$ cat config.mk
export PLATFORM = sky130hd
export DESIGN_NAME = frm_map
export DESIGN_NICKNAME = d
export VERILOG_FILES = /design/src/rtl/core/frm_pkg.sv /design/src/rtl/core/frm_map.sv
export SDC_FILE = /design/constraint.sdc
export NUM_CORES = 1
export LEC_CHECK = 0
export BUFFER_PORTS_ARGS = -buffer_cell sky130_fd_sc_hd__buf_4
export CAP_MARGIN = 20
export CORE_ASPECT_RATIO = 1.25
export CORE_UTILIZATION = 45
export DETAILED_ROUTE_END_ITERATION = 12
export SETUP_SLACK_MARGIN = 0.15
export SLEW_MARGIN = 20
export SYNTH_ARGS = -nofsm -noshare
export SYNTH_HDL_FRONTEND = slang
export SYNTH_SLANG_ARGS = --single-unit
$ cat constraint.sdc
create_clock -name vclk -period 9.5
set_input_delay 0 -clock vclk [all_inputs]
set_output_delay 0 -clock vclk [all_outputs]
set_load 0.02 [all_outputs]
$ cat src/rtl/core/frm_pkg.sv
// Shared types and constants for the frame rotate/mirror/crop unit.
package frm_pkg;

	localparam int MAX_DIM     = 64;
	localparam int STORE_DEPTH = 4096;

	localparam int DIM_W   = 7;                          // width of a dimension register
	localparam int POS_W   = $clog2(MAX_DIM);            // output row / column
	localparam int ADDR_W  = $clog2(STORE_DEPTH);        // pixel store address
	localparam int FRAME_W = 2 * DIM_W;                  // width * height
	localparam int CIDX_W  = 3;                          // register index

	// Transform modes
	localparam logic [2:0] MODE_ROT_CCW  = 3'd0;
	localparam logic [2:0] MODE_ROT_CW   = 3'd1;
	localparam logic [2:0] MODE_MIRROR_H = 3'd2;
	localparam logic [2:0] MODE_MIRROR_V = 3'd3;
	localparam logic [2:0] MODE_CROP     = 3'd4;

	// Register indexes
	localparam logic [CIDX_W-1:0] REG_MODE   = 3'd0;
	localparam logic [CIDX_W-1:0] REG_WIDTH  = 3'd1;
	localparam logic [CIDX_W-1:0] REG_HEIGHT = 3'd2;
	localparam logic [CIDX_W-1:0] REG_CROP_W = 3'd3;
	localparam logic [CIDX_W-1:0] REG_CROP_H = 3'd4;

	// Opcodes
	localparam logic OP_WRITE = 1'b0;
	localparam logic OP_READ  = 1'b1;

	typedef struct packed {
		logic       opcode;
		logic [7:0] red_in;
		logic [7:0] green_in;
		logic [7:0] blue_in;
	} in_t;

	typedef struct packed {
		logic [7:0] red_out;
		logic [7:0] green_out;
		logic [7:0] blue_out;
		logic       last;
	} out_t;

	typedef struct packed {
		logic [7:0] red;
		logic [7:0] green;
		logic [7:0] blue;
	} pix_t;

	// Mapping result handed from the address generator to the top level
	typedef struct packed {
		logic [ADDR_W-1:0] rd_addr;
		logic              black;
		logic              last;
		logic [POS_W-1:0]  nxt_row;
		logic [POS_W-1:0]  nxt_col;
		logic              wr_wrap;
	} map_t;

endpackage

$ cat src/rtl/core/frm_map.sv
// Output position to store address mapping, frame wrap and write wrap.
module frm_map (
	input  logic [2:0]                  mode,
	input  logic [frm_pkg::DIM_W-1:0]   width,
	input  logic [frm_pkg::DIM_W-1:0]   height,
	input  logic [frm_pkg::DIM_W-1:0]   crop_w,
	input  logic [frm_pkg::DIM_W-1:0]   crop_h,
	input  logic [frm_pkg::POS_W-1:0]   row,
	input  logic [frm_pkg::POS_W-1:0]   col,
	input  logic [frm_pkg::ADDR_W-1:0]  write_idx,
	output frm_pkg::map_t               map
);

	localparam int DW = frm_pkg::DIM_W;
	localparam int FW = frm_pkg::FRAME_W;

	function automatic logic [DW-1:0] clamp_dim(input logic [DW-1:0] v);
		logic [DW-1:0] res;
		res = v;
		if (v == '0) begin
			res = DW'(1);
		end else if (v > DW'(frm_pkg::MAX_DIM)) begin
			res = DW'(frm_pkg::MAX_DIM);
		end
		return res;
	endfunction

	logic [DW-1:0] w, h, ow, oh;
	logic [DW-1:0] r, c, src_r, src_c;
	logic [FW-1:0] prod, sum, frame;
	logic          col_end, row_end;

	always_comb begin
		w = clamp_dim(width);
		h = clamp_dim(height);
		case (mode)
			frm_pkg::MODE_ROT_CCW, frm_pkg::MODE_ROT_CW: begin
				ow = h;
				oh = w;
			end
			frm_pkg::MODE_CROP: begin
				ow = clamp_dim(crop_w);
				oh = clamp_dim(crop_h);
			end
			default: begin
				ow = w;
				oh = h;
			end
		endcase

		// restart at the origin when the position fell outside the frame
		r = DW'(row);
		c = DW'(col);
		if (r >= oh || c >= ow) begin
			r = '0;
			c = '0;
		end

		case (mode)
			frm_pkg::MODE_ROT_CCW: begin
				src_r = c;
				src_c = w - DW'(1) - r;
			end
			frm_pkg::MODE_ROT_CW: begin
				src_r = h - DW'(1) - c;
				src_c = r;
			end
			frm_pkg::MODE_MIRROR_H: begin
				src_r = r;
				src_c = w - DW'(1) - c;
			end
			frm_pkg::MODE_MIRROR_V: begin
				src_r = h - DW'(1) - r;
				src_c = c;
			end
			default: begin
				src_r = r;
				src_c = c;
			end
		endcase

		prod = FW'(src_r) * FW'(w);
		sum  = prod + FW'(src_c);
		map.rd_addr = sum[frm_pkg::ADDR_W-1:0];
		map.black   = (mode == frm_pkg::MODE_CROP) && !(r < h && c < w);

		col_end = (c + DW'(1)) >= ow;
		row_end = (r + DW'(1)) >= oh;
		map.last    = col_end && row_end;
		map.nxt_col = col_end ? '0 : frm_pkg::POS_W'(c + DW'(1));
		if (!col_end) begin
			map.nxt_row = frm_pkg::POS_W'(r);
		end else if (row_end) begin
			map.nxt_row = '0;
		end else begin
			map.nxt_row = frm_pkg::POS_W'(r + DW'(1));
		end

		frame = FW'(w) * FW'(h);
		map.wr_wrap = (FW'(write_idx) + FW'(1)) >= frame;
	end

endmodule

# After elaboration in Yosys (flattened, before gate mapping)
# Cells that the tools add are included.
# totals
register_bits	0
latch_bits	0
ram_bits	0
rom_bits	0
in_bits	55
out_inout_bits	27
word_cells	55
memories	0
# op_classes
n_addsub	10
multipliers	2
div	0
order_cmp	11
eq_ne	4
shifts	0
muxes	17
bitwise_logic	0
reduce_logical	11
# op_table
op	n
7-bit two-way mux	8
7-bit one-hot mux with 3 select lines	2
6-bit two-way mux	5
7-bit > comparator (second input constant)	4
7-bit logical NOT	4
7-bit one-hot mux with 2 select lines	2
7-bit subtractor	4
7-bit by 1-bit adder with 7-bit output (second input constant)	2
13-bit by 14-bit greater-or-equal comparator with 1-bit output	1
6-bit by 7-bit greater-or-equal comparator with 1-bit output	2
7-bit greater-or-equal comparator	2
7-bit < comparator	2
7-bit by 7-bit multiplier with 14-bit output	1
7-bit by 1-bit subtractor with 7-bit output (second input constant)	2
12-bit by 1-bit adder with 13-bit output (second input constant)	1
12-bit by 7-bit adder with 12-bit output	1
7-bit by 7-bit multiplier with 12-bit output	1
3-bit by 2-bit equality test with 1-bit output (second input constant)	2
3-bit by 1-bit equality test with 1-bit output (second input constant)	1
3-bit equality test (second input constant)	1
1-bit logical AND	3
3-bit logical NOT	1
2-bit OR reduction	1
1-bit logical NOT	1
1-bit logical OR	1

# Depth between registers and ports, before layout
# Gate-level depths: netlist (run 1).
# depth
ltp_word	11
ltp_mapped	42
depth_no_buf	41

# Worst setup path after synthesis (run 1)
# OpenSTA, ideal clock, no wires.
# synth_path
kind	input-to-output
startpoint	in width[2] (netlist bit)
endpoint	out map[26] (netlist bit)
arrival_time_ns	8.355
required_ns	9.500
path_slack_ns	1.145
path_stages	39
n_path_buf	1
cell_sequence	or4_1 > nor2_1 > nor2_1 > nor2_1 > inv_1 > o221ai_1 > ha_1 > nand2b_1 > a21o_1 > maj3_2 > nor4b_1 > a211oi_2 > clkbuf_1 > and2_1 > nand2_1 > o21ai_0 > inv_1 > ha_1 > [3 not listed] > a21oi_1 > xnor2_1 > a22oi_1 > nor2_1 > fa_1 > inv_1 > fa_1 > inv_1 > fa_1 > fa_1 > ha_1 > a21oi_1 > o21bai_1 > a21oi_1 > o21bai_1 > a21oi_1 > xnor2_1 > xnor2_1
# synth_lines
item	line	rtl
start: declaration	frm_map.sv:4	input logic [frm_pkg::DIM_W-1:0] width,
end: declaration	frm_map.sv:11	output frm_pkg::map_t map

==> results of run 1 <==
power by group through the flow:
stage	clock network [mW]	registers (mW)	logic, mW
6_report	0	0	0.704
3_5_place_dp	0	0	0.701
2_1_floorplan	0	0	0.488
3_3_place_gp	0	0	0.689
5_1_grt	0	0	0.784
4_1_cts	0	0	0.706
area by class of cell:
type	instances	area, um^2	area share [%]
Multi-Input combinational cell	663	5610	79.7
Timing Repair Buffer	98	736	10.5
Tap cell	171	214	3.04
Inverter	127	477	6.77
synthesized netlist by cell type, types with 14 or more instances:
library cell | n | share of area (%)
nand2_1 | 60 | 3.6
nand2b_1 | 21 | 2.1
fa_1 | 56 | 18
nor2b_1 | 16 | 1.6
clkbuf_1 | 20 | 1.2
o21ai_0 | 26 | 2.1
nor2_1 | 97 | 5.9
xor2_1 | 17 | 2.4
a21oi_1 | 47 | 3.8
xnor2_1 | 37 | 5.2
ha_1 | 117 | 24
inv_1 | 124 | 7.5
a21o_1 | 25 | 3.0
nand3_1 | 14 | 1.1
stage by stage:
step                power [mW]  instances  instance area, um^2  hold WS, ns  util (%)
floorplan                0.488        819                 6200        0.215         -
global placement         0.689       1059                 7010        0.470      52.5
detailed placement       0.701       1059                 7010        0.476      52.5
CTS                      0.706       1059                 7010        0.476      52.5
global route             0.784       1059                 7040        0.502      52.7
finish                   0.704       1059                 7040        0.482      52.7
cell usage in the layout, fill, tap and decap left out, types with 7 or more instances in the layout:
cell	count
and2_1	7
nor3_1	10
o22ai_1	11
nand2b_1	21
nor2_1	96
ha_1	117
fa_1	56
xor2_1	17
nor2b_1	16
nand3_1	14
a21oi_1	46
a22oi_1	9
nand2_1	60
o21ai_0	25
xnor2_1	37
a21o_1	25
buf_4	98
inv_1	124
final timing paths:
path / slack, ns / depth (start not counted) / to / startpoint
worst min-delay path: 0.48 / 4 / map[4] / col[3]
worst max-delay path: 0.81 / 41 / map[26] / width[2]
logic make-up after synthesis:
group,share of synthesized area (%)
muxes,1.01
buffers and inverters,9.93
and+or+nand+nor,20.4
xor gates and xnor gates,7.63
AOI/OAI and AO/OA,19.1
adders and majority gates,41.9
routing by layer:
metal | wire [um] | vias to the layer above
met4 | 783 | 0
met3 | 612 | 39
met1 | 7710 | 2830
li1 | - | 2896
met5 | 0 | -
met2 | 9470 | 163
worst min-delay path: cells and delay by family:
kind          cells  cell delay (ns)
xor+xnor          1             0.15
simple gates      1             0.06
buf+inv           2             0.27
==> impl_metrics.ini, run 1 <==
[final_layout]
num-clock-buffers = 0
antenna_cells = 0
area_delta_synth_final_pct = 13.6
design.seq.count = 0
final_nets = 1118
seqCellArea_um2 = 0
drive_gt1_share_pct = 14.3
n_fill_cell = 1339

[pwr]
p_leak_nw = 3.59
cell_internal_pwr_uw = 300
power_frac_comb_pct = 100.0
ir_worst_vdd_v = 0.0000803
swShare_pct = 57.4
pwr-share-seq_pct = 0
switchingPower_uw = 404
pwr-share-clk_pct = 0
p_per_area_nw_per_um2 = 100

[setup_path]
crit_type = in -> out
worst_setup_path_end_kind = primary output
slowest_delay_ns = 0.54
path_delay_family = adder cells
cp_max_fo = 13
cp.arrival_ns = 8.69
path_buf_inv = 8
cpMostUsedCell = nor2_1
critPathLaunchType = input pin
cp_data_required_time_ns = 9.50
slowest_stage = or4_1

[floorplan]
rows = 47
boundaryPins = 82
start_util_pct = 46.4
core_um2 = 13300
die_h_um = 133
dieArea_um2 = 14200
die-width_um = 107

[timing]
worstMarginPinSlew_ns = 0.878
hold_viol = 0
period_share_pct = 91.4
max_freq_ghz = 0.115
fin_ws_ns = 0.813
setup_violations = 0
setup_tns_ns = 0
min_period_ns = 8.69
grt_setup_unrepaired = no
maxSlewHeadroom_pct = 41.4
drv_slew = 0

[global_route]
grt_usage_pct = 26.7
grt_pass1_wl_mm = 30.5
overflow = 0
grt.busiest_layer = met2
grt_max_degree = 22
grt_use_met1_pct = 32.9
grt_pass1_vias = 6119
use_met2_pct = 49.8
met3_usage_pct = 0.538
antenna_found_initial = 0

[place]
globalplace.congestion = 0.904
dp_slack_ns = 0.536
portBuffers = 82
hpwl_mm = 15.8

[logic_synthesis]
seq_area_frac_synth_pct = 0
syn_inst = 819
yosys_warnings = 0
synth_cell_types = 69
synth_area_per_cell_um2 = 7.57
synth_nets = 1047
synth.cell_area_um2 = 6200

[clocking]
postCtsSetupRepairBufs = 0
hold_buffers = 0
post_cts_resized = 0

[routing]
first_iter_violations = 267
totalWireLength_mm = 18.6
post-route-drc-count = 0
vias = 5928
viasPerCell = 5.60
first_pass_iters = 5
ant_nets = 0
wire_per_inst_um = 17.5

[min_path]
hold_class = in -> out

[status]
status = completed

[job]
maxCapViolCount = 0
(Power assumes the default switching activity.)
==> run 2, diff against run 1 <==
--- a/config.mk
+++ b/config.mk
@@ -8,8 +8,9 @@
 export BUFFER_PORTS_ARGS = -buffer_cell sky130_fd_sc_hd__buf_4
 export CAP_MARGIN = 20
 export CORE_ASPECT_RATIO = 1.25
-export CORE_UTILIZATION = 45
+export CORE_UTILIZATION = 62
 export DETAILED_ROUTE_END_ITERATION = 12
+export PLACE_DENSITY = 0.85
 export SETUP_SLACK_MARGIN = 0.15
 export SLEW_MARGIN = 20
 export SYNTH_ARGS = -nofsm -noshare
==> run 2 against run 1 <==
Compared with the run above:
- first-iteration DRC count grew 19%
- worst setup slack worse by 0.11 ns
- flip-flop and latch count unchanged
- maximum frequency down 1.3%
- cell count fell by 4.2%
- critical path type unchanged
- largest power group unchanged
==> impl_metrics.ini, run 2 (same netlist as run 1, synthesis figures left out) <==
[place]
place_area_um2 = 6950
dp_slack_ns = 0.580
globalplace.congestion = 0.984
portBuffers = 82
hpwl_mm = 15.0

[setup_path]
critPathLaunchType = input pin
startpoint = width[2]
cp_data_required_time_ns = 9.50
cp.arrival_ns = 8.80
cpMostUsedCell = nor2_1
crit_type = in -> out
slowest_stage = or4_1
slowest_delay_ns = 0.54
worst_setup_path_end_kind = primary output
cp_max_fo = 13

[timing]
fin_ws_ns = 0.699
grt_setup_unrepaired = no
hold_viol = 0
maxSlewHeadroom_pct = 41.3
setup_tns_ns = 0
min_period_ns = 8.80
drv_slew = 0
worstMarginPinSlew_ns = 0.881
period_share_pct = 92.6
max_freq_ghz = 0.114
setup_violations = 0

[pwr]
pwr-share-seq_pct = 0
cell_internal_pwr_uw = 302
swShare_pct = 57.4
total_power_uw = 710
ir_worst_vdd_v = 0.0000878
power_frac_comb_pct = 100.0
p_per_area_nw_per_um2 = 102
p_leak_nw = 3.59
switchingPower_uw = 408
pwr-share-clk_pct = 0

[global_route]
antenna_found_initial = 0
grt_pass1_vias = 6319
grt_max_degree = 22
grt_pass1_wl_mm = 29.3
grt_usage_pct = 34.8
overflow = 0

[min_path]
hold_end = map[4]
hold_class = in -> out
hp-start = col[3]
holdPathStages = 4

[floorplan]
die_h_um = 114
rows = 40
core_um2 = 9660
start_util_pct = 64.2
dieArea_um2 = 10400
boundaryPins = 82
die-width_um = 91.4

[final_layout]
num-clock-buffers = 0
final_common_cell = inv_1
antenna_cells = 0
area_delta_synth_final_pct = 12.4
seqCellArea_um2 = 0
drive_gt1_share_pct = 14.1
final_nets = 1118
n_fill_cell = 776
design.seq.count = 0
fin_area_um2 = 6960
post-route-util_pct = 72.1
final_cell_mix = inv_1, ha_1, buf_4

[clocking]
hold_buffers = 0

[job]
maxCapViolCount = 0

[routing]
post-route-drc-count = 0
first_pass_iters = 5
ant_nets = 0
first_iter_violations = 318
wire_per_inst_um = 17.5
totalWireLength_mm = 17.8
vias = 6149
viasPerCell = 6.06

[status]
status = completed
## run 2: stage by stage
stage          instances  hold WS [ns]
2_1_floorplan        819         0.215
3_3_place_gp        1014         0.475
3_5_place_dp        1014         0.474
4_1_cts             1014         0.477
5_1_grt             1014         0.502
6_report            1014         0.481
## run 2: critical path, delay by kind of cell
family                   cells  cell delay [ns]
adder cells (fa/ha/maj)      8             3.21
AND/OR/NAND/NOR             11             2.03
XOR/XNOR                     3             0.46
multiplexers                 1             0.15
AO/OA/AOI/OAI               10             1.95
buffers and inverters        8             1.00
## run 2: how the worst max path moves through the flow
stage                          to  cells after the start
final                     map[26]                     41
after global routing      map[26]                     41
after CTS                 map[26]                     39
after detailed placement  map[26]                     39
after global placement    map[26]                     39
after floorplan           map[26]                     39
## run 2: power groups by stage
stage	Sequential [mW]	Combinational [mW]	Clock (mW)
floorplan	0	0.488	0
global placement	0	0.672	0
detailed placement	0	0.700	0
CTS	0	0.704	0
global route	0	0.783	0
finish	0	0.710	0
## run 2: timing repair
action,in CTS,in global routing
setup endpoints to repair,0,2
buffers inserted,0,0
resized for setup,0,4
hold endpoints to repair,0,0
## run 2: cell type report
cell class / count / area, um^2 / share of cell area, %
Tap cell: 126 / 158 / 2.26
Timing Repair Buffer: 98 / 736 / 10.6
Inverter: 127 / 477 / 6.85
Multi-Input combinational cell: 663 / 5590 / 80.3
## run 2: metal layers
metal	part of all wire [%]	track usage, %	wire [um]
met5	0	0	0
met4	5.6	17.5	991
met3	5.5	2.20	983
met2	51	65.1	9010
met1	38	39.9	6770
